### config.mk
export PLATFORM = sky130hd
export DESIGN_NAME = edf_priority_ranker
export DESIGN_NICKNAME = d
export VERILOG_FILES = /design/src/hdl/erk_pkg.sv /design/src/hdl/edf_priority_ranker.sv /design/src/hdl/erk_queue.sv /design/src/hdl/erk_core.sv
export SDC_FILE = /design/constraint.sdc
export NUM_CORES = 2
export LEC_CHECK = 0
export BUFFER_PORTS_ARGS = -buffer_cell sky130_fd_sc_hd__buf_2
export CORE_ASPECT_RATIO = 1.25
export CORE_MARGIN = 2
export CORE_UTILIZATION = 50
export CTS_CLUSTER_SIZE = 25
export DETAILED_ROUTE_END_ITERATION = 10
export HOLD_SLACK_MARGIN = 0.03
export PLACE_DENSITY = 0.66
export SKIP_LAST_GASP = 1
export SYNTH_ARGS = -nofsm -noshare
export SYNTH_HDL_FRONTEND = slang
export SYNTH_SLANG_ARGS = --single-unit
export TNS_END_PERCENT = 20
### constraint.sdc
create_clock -name i_clk -period 14.1 [get_ports i_clk]
set_clock_uncertainty 0.05 [all_clocks]
set_input_delay 1.41 -clock i_clk [delete_from_list [all_inputs] [get_ports i_clk]]
set_output_delay 1.41 -clock i_clk [all_outputs]
set_load 0.05 [all_outputs]
### src/hdl/erk_pkg.sv
`default_nettype none
package erk_pkg;
    localparam int unsigned NumTaskSlots = 4;
    localparam int unsigned NumPeriodRegs = 4;
    localparam int unsigned TickW = 32;
    localparam int unsigned IdxW = 3;
    localparam int unsigned PrioW = 3;
    localparam int unsigned CfgIdxW = 2;
    localparam int unsigned OutDataW = 40;
    localparam logic [TickW-1:0] PeriodReset = 32'd1000;
    localparam int unsigned QueueDepth = 2;

    // Register indexes
    localparam logic [CfgIdxW-1:0] RegPeriod0 = 2'd0;
    localparam logic [CfgIdxW-1:0] RegPeriod1 = 2'd1;
    localparam logic [CfgIdxW-1:0] RegPeriod2 = 2'd2;
    localparam logic [CfgIdxW-1:0] RegPeriod3 = 2'd3;

    typedef logic [TickW-1:0] t_tick;

    // Handshake between queue and back end
    typedef struct packed {
        logic valid;
        logic ready;
    } t_hs;
endpackage
`default_nettype wire

### src/hdl/edf_priority_ranker.sv
// Result beats for a tick follow one per cycle while m_axis_tready accepts them.
// The bit-serial remainder lanes (one per task) take a new tick only once the previous division is done.
// Each tick yields NUM_TASK_SLOTS result beats; divide, deadline and output run overlapped.
// Reset: synchronous active-low i_rst_n empties the queue and pipeline and sets periods to 1000.
`default_nettype none
module edf_priority_ranker #(
    parameter int unsigned NUM_TASK_SLOTS = erk_pkg::NumTaskSlots
) (
    input  wire         i_clk,
    input  wire         i_rst_n,
    input  wire         i_cfg_we,
    input  wire  [1:0]  i_cfg_idx,
    input  wire  [31:0] i_cfg_data,
    input  wire         s_axis_tvalid,
    output logic        s_axis_tready,
    input  wire  [31:0] s_axis_tdata,   // [31:0] tick
    output logic        m_axis_tvalid,
    input  wire         m_axis_tready,
    output logic [39:0] m_axis_tdata,   // [2:0] task_index, [5:3] priority_res, [37:6] deadline
    output logic        m_axis_tlast
);
    logic [31:0] r_period [erk_pkg::NumPeriodRegs];
    logic [31:0] periods [NUM_TASK_SLOTS];
    erk_pkg::t_hs   q_hs;
    erk_pkg::t_tick q_tick;
    logic q_pop;
    logic [2:0]  task_index, prio;
    logic [31:0] deadline;

    // Period registers
    always_ff @(posedge i_clk) begin
        if (!i_rst_n) begin
            for (int i = 0; i < erk_pkg::NumPeriodRegs; i++)
                r_period[i] <= erk_pkg::PeriodReset;
        end else if (i_cfg_we) begin
            case (i_cfg_idx)
                erk_pkg::RegPeriod0: r_period[0] <= i_cfg_data;
                erk_pkg::RegPeriod1: r_period[1] <= i_cfg_data;
                erk_pkg::RegPeriod2: r_period[2] <= i_cfg_data;
                erk_pkg::RegPeriod3: r_period[3] <= i_cfg_data;
                default: ;
            endcase
        end
    end

    // Slots without a register keep the reset period
    for (genvar g = 0; g < NUM_TASK_SLOTS; g++) begin : g_per
        if (g < erk_pkg::NumPeriodRegs) begin : g_reg
            assign periods[g] = r_period[g];
        end else begin : g_fix
            assign periods[g] = erk_pkg::PeriodReset;
        end
    end

    erk_queue u_queue (
        .i_clk      (i_clk),
        .i_rst_n    (i_rst_n),
        .i_valid    (s_axis_tvalid),
        .o_ready    (s_axis_tready),
        .i_tick     (s_axis_tdata),
        .o_hs_valid (q_hs),
        .i_pop      (q_pop),
        .o_tick     (q_tick)
    );

    erk_core #(.NUM_TASK_SLOTS(NUM_TASK_SLOTS)) u_core (
        .i_clk        (i_clk),
        .i_rst_n      (i_rst_n),
        .i_periods    (periods),
        .i_q_hs       (q_hs),
        .i_q_tick     (q_tick),
        .o_q_pop      (q_pop),
        .o_valid      (m_axis_tvalid),
        .i_ready      (m_axis_tready),
        .o_task_index (task_index),
        .o_priority   (prio),
        .o_deadline   (deadline),
        .o_last       (m_axis_tlast)
    );

    assign m_axis_tdata = {2'b00, deadline, prio, task_index};

`ifndef NO_ASSERTIONS
    a_last_slot: assert property (@(posedge i_clk) disable iff (!i_rst_n)
        m_axis_tvalid |-> (m_axis_tlast == (task_index == 3'(NUM_TASK_SLOTS-1))))
        else $error("tlast does not match final slot");
    a_run_on: assert property (@(posedge i_clk) disable iff (!i_rst_n)
        (m_axis_tvalid && m_axis_tready && !m_axis_tlast) |=> m_axis_tvalid)
        else $error("result run broken before last beat");
    a_reset_idle: assert property (@(posedge i_clk)
        !$past(i_rst_n) |-> !m_axis_tvalid)
        else $error("output valid right after reset");
`endif
endmodule
`default_nettype wire

### src/hdl/erk_queue.sv
`default_nettype none
module erk_queue (
    input  wire              i_clk,
    input  wire              i_rst_n,
    input  wire              i_valid,
    output logic             o_ready,
    input  wire  [31:0]      i_tick,
    output erk_pkg::t_hs     o_hs_valid,
    input  wire              i_pop,
    output erk_pkg::t_tick   o_tick
);
    localparam int unsigned Depth = erk_pkg::QueueDepth;
    localparam int unsigned PtrW = $clog2(Depth);

    erk_pkg::t_tick r_mem [Depth];
    logic [PtrW-1:0] r_wr, r_rd;
    logic [PtrW:0]   r_cnt, n_cnt;
    logic            push, pop;

    assign o_ready = (r_cnt != PtrW'(0) + (PtrW+1)'(Depth)) ? 1'b1 : 1'b0;
    assign push = i_valid && o_ready;
    assign pop  = i_pop && (r_cnt != '0);
    assign o_hs_valid.valid = (r_cnt != '0);
    assign o_hs_valid.ready = o_ready;
    assign o_tick = r_mem[r_rd];

    // Track fill level
    always_comb begin
        n_cnt = r_cnt;
        if (push && !pop) n_cnt = r_cnt + 1'b1;
        if (pop && !push) n_cnt = r_cnt - 1'b1;
    end

    // Advance pointers
    always_ff @(posedge i_clk) begin
        if (!i_rst_n) begin
            r_wr  <= '0;
            r_rd  <= '0;
            r_cnt <= '0;
        end else begin
            r_cnt <= n_cnt;
            if (push) r_wr <= (r_wr == PtrW'(Depth-1)) ? '0 : r_wr + 1'b1;
            if (pop)  r_rd <= (r_rd == PtrW'(Depth-1)) ? '0 : r_rd + 1'b1;
        end
    end

    // Store the beat
    always_ff @(posedge i_clk) begin
        if (push) r_mem[r_wr] <= i_tick;
    end
endmodule
`default_nettype wire

### src/hdl/erk_core.sv
`default_nettype none
module erk_core #(
    parameter int unsigned NUM_TASK_SLOTS = erk_pkg::NumTaskSlots
) (
    input  wire                      i_clk,
    input  wire                      i_rst_n,
    input  wire  [31:0]              i_periods [NUM_TASK_SLOTS],
    input  erk_pkg::t_hs             i_q_hs,
    input  erk_pkg::t_tick           i_q_tick,
    output logic                     o_q_pop,
    output logic                     o_valid,
    input  wire                      i_ready,
    output logic [2:0]               o_task_index,
    output logic [2:0]               o_priority,
    output logic [31:0]              o_deadline,
    output logic                     o_last
);
    localparam int unsigned N = NUM_TASK_SLOTS;
    localparam int unsigned SelW = (N > 1) ? $clog2(N) : 1;

    // Divider stage
    logic        r_a_run, r_a_full;
    logic [4:0]  r_a_cnt;
    logic [31:0] r_a_tick, r_a_shift;
    logic [31:0] r_a_rem [N];
    logic [31:0] r_a_per [N];
    // Deadline stage
    logic        r_b_vld;
    logic [31:0] r_b_dl [N];
    // Result buffer
    logic        r_c_vld;
    logic [SelW-1:0] r_c_sel;
    logic [31:0] r_c_dl [N];
    logic [2:0]  r_c_prio [N];

    logic a_start, a_go, b_go, load_out, c_go;
    logic [31:0] dl_calc [N];
    logic [2:0]  prio_calc [N];

    assign load_out = r_c_vld && (!o_valid || i_ready);
    assign c_go     = load_out && (r_c_sel == SelW'(N-1));
    assign b_go     = r_b_vld && (!r_c_vld || c_go);
    assign a_go     = r_a_full && (!r_b_vld || b_go);
    assign a_start  = i_q_hs.valid && !r_a_run && (!r_a_full || a_go);
    assign o_q_pop  = a_start;

    // Remainder lanes, one quotient bit per cycle
    for (genvar g = 0; g < N; g++) begin : g_lane
        logic [32:0] rs;
        assign rs = {r_a_rem[g], r_a_shift[31]};
        always_ff @(posedge i_clk) begin
            if (a_start) begin
                r_a_rem[g] <= '0;
                r_a_per[g] <= i_periods[g];
            end else if (r_a_run) begin
                if (rs >= {1'b0, r_a_per[g]}) r_a_rem[g] <= 32'(rs - {1'b0, r_a_per[g]});
                else                          r_a_rem[g] <= rs[31:0];
            end
        end
        // Deadline is the tick rounded down to a multiple, plus one period; a zero period gives zero
        assign dl_calc[g] = (r_a_per[g] == '0) ? '0 : r_a_tick - r_a_rem[g] + r_a_per[g];
    end

    // Rank: count the slots that come earlier
    always_comb begin
        for (int i = 0; i < N; i++) begin
            logic [3:0] earlier;
            earlier = '0;
            for (int j = 0; j < N; j++) begin
                if (r_b_dl[j] < r_b_dl[i] || (r_b_dl[j] == r_b_dl[i] && j < i))
                    earlier = earlier + 1'b1;
            end
            prio_calc[i] = 3'(4'(N-1) - earlier);
        end
    end

    // Divider control
    always_ff @(posedge i_clk) begin
        if (!i_rst_n) begin
            r_a_run  <= 1'b0;
            r_a_full <= 1'b0;
            r_a_cnt  <= '0;
        end else begin
            if (a_go) r_a_full <= 1'b0;
            if (a_start) begin
                r_a_run <= 1'b1;
                r_a_cnt <= '0;
            end else if (r_a_run) begin
                r_a_cnt <= r_a_cnt + 1'b1;
                if (r_a_cnt == 5'd31) begin
                    r_a_run  <= 1'b0;
                    r_a_full <= 1'b1;
                end
            end
        end
    end

    always_ff @(posedge i_clk) begin
        if (a_start) begin
            r_a_tick  <= i_q_tick;
            r_a_shift <= i_q_tick;
        end else if (r_a_run) begin
            r_a_shift <= {r_a_shift[30:0], 1'b0};
        end
    end

    // Stage valids and output register control
    always_ff @(posedge i_clk) begin
        if (!i_rst_n) begin
            r_b_vld <= 1'b0;
            r_c_vld <= 1'b0;
            r_c_sel <= '0;
            o_valid <= 1'b0;
        end else begin
            if (a_go) r_b_vld <= 1'b1;
            else if (b_go) r_b_vld <= 1'b0;
            if (b_go) begin
                r_c_vld <= 1'b1;
                r_c_sel <= '0;
            end else if (c_go) begin
                r_c_vld <= 1'b0;
            end else if (load_out) begin
                r_c_sel <= r_c_sel + 1'b1;
            end
            if (load_out) o_valid <= 1'b1;
            else if (i_ready) o_valid <= 1'b0;
        end
    end

    // Payload
    always_ff @(posedge i_clk) begin
        if (a_go) r_b_dl <= dl_calc;
        if (b_go) begin
            r_c_dl   <= r_b_dl;
            r_c_prio <= prio_calc;
        end
        if (load_out) begin
            o_task_index <= 3'(r_c_sel);
            o_priority   <= r_c_prio[r_c_sel];
            o_deadline   <= r_c_dl[r_c_sel];
            o_last       <= (r_c_sel == SelW'(N-1));
        end
    end
endmodule
`default_nettype wire

==> results_tabular.tex <==
\begin{tabular}{lr}
\hline
Metric & Value \\
\hline
\multicolumn{2}{l}{\textbf{Status}} \\
\quad Result of the run & completed \\
\multicolumn{2}{l}{\textbf{Floorplan}} \\
\quad Horizontal die dimension & 292 um \\
\quad Number of standard-cell rows in the floorplan & 132 \\
\quad Starting Density & 50.2\% \\
\quad Die Height & 364 um \\
\quad DIE AREA & 106000 um2 \\
\quad Top-level I/O count & 114 \\
\quad Area of the core region & 103000 um2 \\
\multicolumn{2}{l}{\textbf{Global route}} \\
\quad Number of antenna violations at the first check in global routing & 2 \\
\quad Wire length of the first global-routing pass & 216000 um \\
\quad Via count of the first global-routing pass & 35900 \\
\quad Sum of overflow across all layers after global routing & 0 \\
\quad Maximum number of pins on one net before global-route repair & 92 \\
\quad GRT Util Overall & 27.2\% \\
\multicolumn{2}{l}{\textbf{Synth}} \\
\quad Number of library cell types mapped by synthesis & 90 \\
\quad Area contributors post-synth & sky130\_fd\_sc\_hd\_\_edfxtp\_1 47\%, sky130\_fd\_sc\_hd\_\_ha\_1 11\%, sky130\_fd\_sc\_hd\_\_fa\_1 4.9\% \\
\quad Leading area contributor after synthesis & sky130\_fd\_sc\_hd\_\_edfxtp\_1 \\
\quad Sequential cell area fraction in the yosys report & 48.0\% \\
\quad Synth warnings & 0 \\
\quad Flop and latch count out of synthesis & 835 \\
\quad Cell area after synthesis & 51800 um2 \\
\quad Async S/R FF share, synth & 0\% \\
\quad Syn Area/Cell & 11.3 um2 \\
\quad Post-synth EDFFs & 818 \\
\quad Top-area cell type share of the netlist area & 47.4\% \\
\quad Gate count of the mapped netlist & 4572 \\
\quad Synth Flop Type & sky130\_fd\_sc\_hd\_\_edfxtp\_1 \\
\multicolumn{2}{l}{\textbf{Clock network}} \\
\quad Total CTS buffers & 84 \\
\quad Number of sinks handled by clock tree synthesis & 835 \\
\quad Clock transition at path regs & 0.06 ns \\
\quad Clock tree from TritonCTS & yes \\
\quad Cell at the root of the clock tree & sky130\_fd\_sc\_hd\_\_clkbuf\_16 \\
\quad Post-CTS Hold Fix Bufs & 0 \\
\quad Postcts setup bufs & 0 \\
\quad Count of cells resized by post-cts repair & 0 \\
\quad Clock tree buffer depth & 3 \\
\quad Worst-skew pair later-pin latency & 0.68 ns \\
\quad Deepest level of the CTS H-tree & 3 \\
\multicolumn{2}{l}{\textbf{Worst setup path}} \\
\quad Crit path kind & flip-flop to flip-flop \\
\quad Data arrival time of the worst path & 5.15 ns \\
\quad R2R Path Start & u\_core.r\_a\_tick[1]\$\_DFFE\_PP\_ \\
\quad Worst reg-to-reg path cell count & 14 \\
\quad Req. time, crit path & 14.45 ns \\
\quad Internal reg-to-reg setup slack & 9.29 ns \\
\quad Type of destination of the critical path & flip-flop \\
\quad CP startpoint kind & flip-flop \\
\quad Capture instance of the worst register-to-register path & u\_core.r\_b\_dl[113]\$\_SDFFCE\_PN0P\_ \\
\quad Highest net fanout along the worst path & 4 \\
\multicolumn{2}{l}{\textbf{Timing}} \\
\quad Headroom to the max-slew limit & 22.5\% \\
\quad Slack of the critical path & 9.29 ns \\
\quad Peak Freq & 208 MHz \\
\quad Minimum hold slack & 0.361 ns \\
\quad Endpoints failing hold & 0 \\
\quad Unrepaired setup endpoints after global routing & no \\
\quad Final worst-path cycle share & 34.1\% \\
\quad Slew of the pin with the lowest slew margin & 1.16 ns \\
\quad Final setup vio count & 0 \\
\quad Final Slew Violations & 0 \\
\quad Final critical path time including I/O delays and setup & 4.81 ns \\
\quad Total Neg Setup Slack & 0 ns \\
\multicolumn{2}{l}{\textbf{Placed design}} \\
\quad Placement Setup Slack & 9.29 ns \\
\quad Count of buffers inserted at the top-level ports & 110 \\
\quad Post-detailed-placement half-perimeter wirelength & 115000 um \\
\quad Weighted congestion reported at the end of routability-driven placement & 0.977 \\
\multicolumn{2}{l}{\textbf{Route}} \\
\quad DRC violation count after routing & 0 \\
\quad Number of search-and-repair iterations in the first detailed-routing pass & 7 \\
\quad Number of violations reported at the end of detailed-routing iteration 0 & 2766 \\
\quad WL/cell & 23.5 um \\
\quad Total Wirelength & 144000 um \\
\quad Via count & 35700 \\
\quad Mean number of vias per cell & 5.83 \\
\quad Number of nets with antenna violations after detailed routing & 0 \\
\multicolumn{2}{l}{\textbf{Worst hold path}} \\
\quad Path type of the worst min-delay path & flip-flop to flip-flop \\
\quad Worst min-delay path endpoint & u\_core.r\_a\_per[2][31]\$\_DFFE\_PP\_ \\
\quad Count of cells along the worst hold path & 0 \\
\quad Worst Min Path Start & r\_period[2][31]\$\_SDFFCE\_PN0P\_ \\
\multicolumn{2}{l}{\textbf{Final layout}} \\
\quad Count of antenna diodes in the layout & 0 \\
\quad Fraction of final layout cells with drive strength greater than 1 & 9.52\% \\
\quad Leading cell type in the layout, fill and taps excluded & sky130\_fd\_sc\_hd\_\_edfxtp\_1 \\
\quad Final Net Count & 5366 \\
\quad Growth of design area from synthesis to finish & 9.55\% \\
\quad Leading cell types in the layout, fill and taps excluded & 818 x sky130\_fd\_sc\_hd\_\_edfxtp\_1, 587 x sky130\_fd\_sc\_hd\_\_inv\_1, 460 x sky130\_fd\_sc\_hd\_\_ha\_1 \\
\multicolumn{2}{l}{\textbf{Job}} \\
\quad Number of maximum-capacitance constraint violations & 0 \\
\hline
\end{tabular}
cell usage after synthesis, drive strengths merged (10+ instances only):
| cell type | instances |
|---|---|
| fa | 128 |
| a221oi | 14 |
| nor4 | 42 |
| ha | 460 |
| nor2b | 58 |
| mux2i | 51 |
| mux4 | 35 |
| o211a | 10 |
| mux2 | 63 |
| edfxtp | 818 |
| nor2 | 327 |
| xnor2 | 123 |
| inv | 589 |
| a21oi | 305 |
| clkbuf | 82 |
| nand2b | 55 |
| nand2 | 167 |
| nand4 | 73 |
| nor3 | 54 |
| a21o | 179 |
| o31a | 12 |
| o21ai | 141 |
| dfxtp | 17 |
| buf | 24 |
| a211o | 10 |
| or2 | 11 |
| o21a | 49 |
| and2 | 132 |
| and3 | 38 |
| nand3 | 98 |
| o31ai | 19 |
| o21bai | 38 |
| a21bo | 22 |
| xor2 | 90 |
| o211ai | 16 |
| a31oi | 35 |
| or3 | 29 |
| a211oi | 39 |
per-layer routing:
| layer | vias up | share of wire [%] | GRT usage [%] |
|---|---|---|---|
| met1 | 17400 | 40 | 33.8 |
| met5 | - | 0.0091 | 0 |
| met4 | 2 | 5.7 | 14.5 |
| li1 | 16800 | - | - |
| met3 | 300 | 5.1 | 2.44 |
| met2 | 1176 | 49 | 47.2 |
area by class of cell:
type / count / area (um2)
Tap cell: 1340 / 1680
Multi-Input combinational cell: 3043 / 24400
Clock buffer: 98 / 2180
Inverter: 590 / 2220
Fill cell: 8768 / 46400
Sequential cell: 835 / 24900
Timing Repair Buffer: 153 / 873
Clock inverter: 52 / 556
worst max-delay path: stages, from the launching register on:
cell and delay [ns]:
sky130_fd_sc_hd__edfxtp_1 0.37, sky130_fd_sc_hd__inv_1 0.31, sky130_fd_sc_hd__fa_1 0.54, sky130_fd_sc_hd__inv_1 0.08, sky130_fd_sc_hd__ha_1 0.23, sky130_fd_sc_hd__a211oi_1 0.25
sky130_fd_sc_hd__o21ai_1 0.17, sky130_fd_sc_hd__o21ai_0 0.45, sky130_fd_sc_hd__a21oi_1 0.27, sky130_fd_sc_hd__o41ai_2 0.75, sky130_fd_sc_hd__o21ai_0 0.35, sky130_fd_sc_hd__a21o_1 0.25
sky130_fd_sc_hd__a21oi_1 0.21, sky130_fd_sc_hd__xor2_1 0.18, sky130_fd_sc_hd__nor2_1 0.06
sequential cells by signal, indices dropped and copies added (netlist names), 32 cells and up, named ones only:
signal,cells
u_queue.r_mem,64
u_core.r_a_shift,32
u_core.r_a_per,128
u_core.o_deadline,32
r_period,128
u_core.r_a_tick,32
u_core.r_a_rem,128
u_core.r_c_dl,128
u_core.r_b_dl,128
worst max-delay path by stage:
| stage | slack (ns) | startpoint | endpoint |
|---|---|---|---|
| 2_1_floorplan | 2.33 | m_axis_tready | u_core.r_b_dl[0]$_SDFFCE_PN0P_ |
| 3_3_place_gp | 9.31 | m_axis_tready | u_core.r_a_rem[0][2]$_DFFE_PP_ |
| 3_5_place_dp | 9.29 | m_axis_tready | u_core.r_a_rem[0][1]$_DFFE_PP_ |
| 4_1_cts | 9.39 | u_core.r_a_tick[2]$_DFFE_PP_ | u_core.r_b_dl[124]$_SDFFCE_PN0P_ |
| 5_1_grt | 9.21 | u_core.r_a_tick[2]$_DFFE_PP_ | u_core.r_b_dl[124]$_SDFFCE_PN0P_ |
| 6_report | 9.29 | u_core.r_a_tick[1]$_DFFE_PP_ | u_core.r_b_dl[113]$_SDFFCE_PN0P_ |
through the flow:
| stage | util [%] | cell area, um2 | std cells |
|---|---|---|---|
| floorplan | - | 51900 | 4574 |
| global placement | 52.4 | 54100 | 5961 |
| detailed placement | 52.4 | 54100 | 5961 |
| CTS | 55.0 | 56800 | 6111 |
| global route | 55.0 | 56800 | 6111 |
| finish | 55.0 | 56800 | 6111 |
cell families (layout without fill, tap and decap cells):
family / count (synthesis) / after routing / synth area share [%]
other: 1 / 3 / 0.00723
xor gates and xnor gates: 213 / 213 / 3.60
adders and majority gates: 588 / 588 / 16.0
buffers and inverters: 696 / 893 / 5.14
AOI/OAI and AO/OA: 981 / 981 / 12.6
and+or+nand+nor: 1109 / 1109 / 10.7
DFF: 835 / 835 / 48.0
muxes: 149 / 149 / 3.87
Power is left out: the tool's default activity adds up to more than one toggle a clock period on the data nets, which glitch-free logic cannot reach.
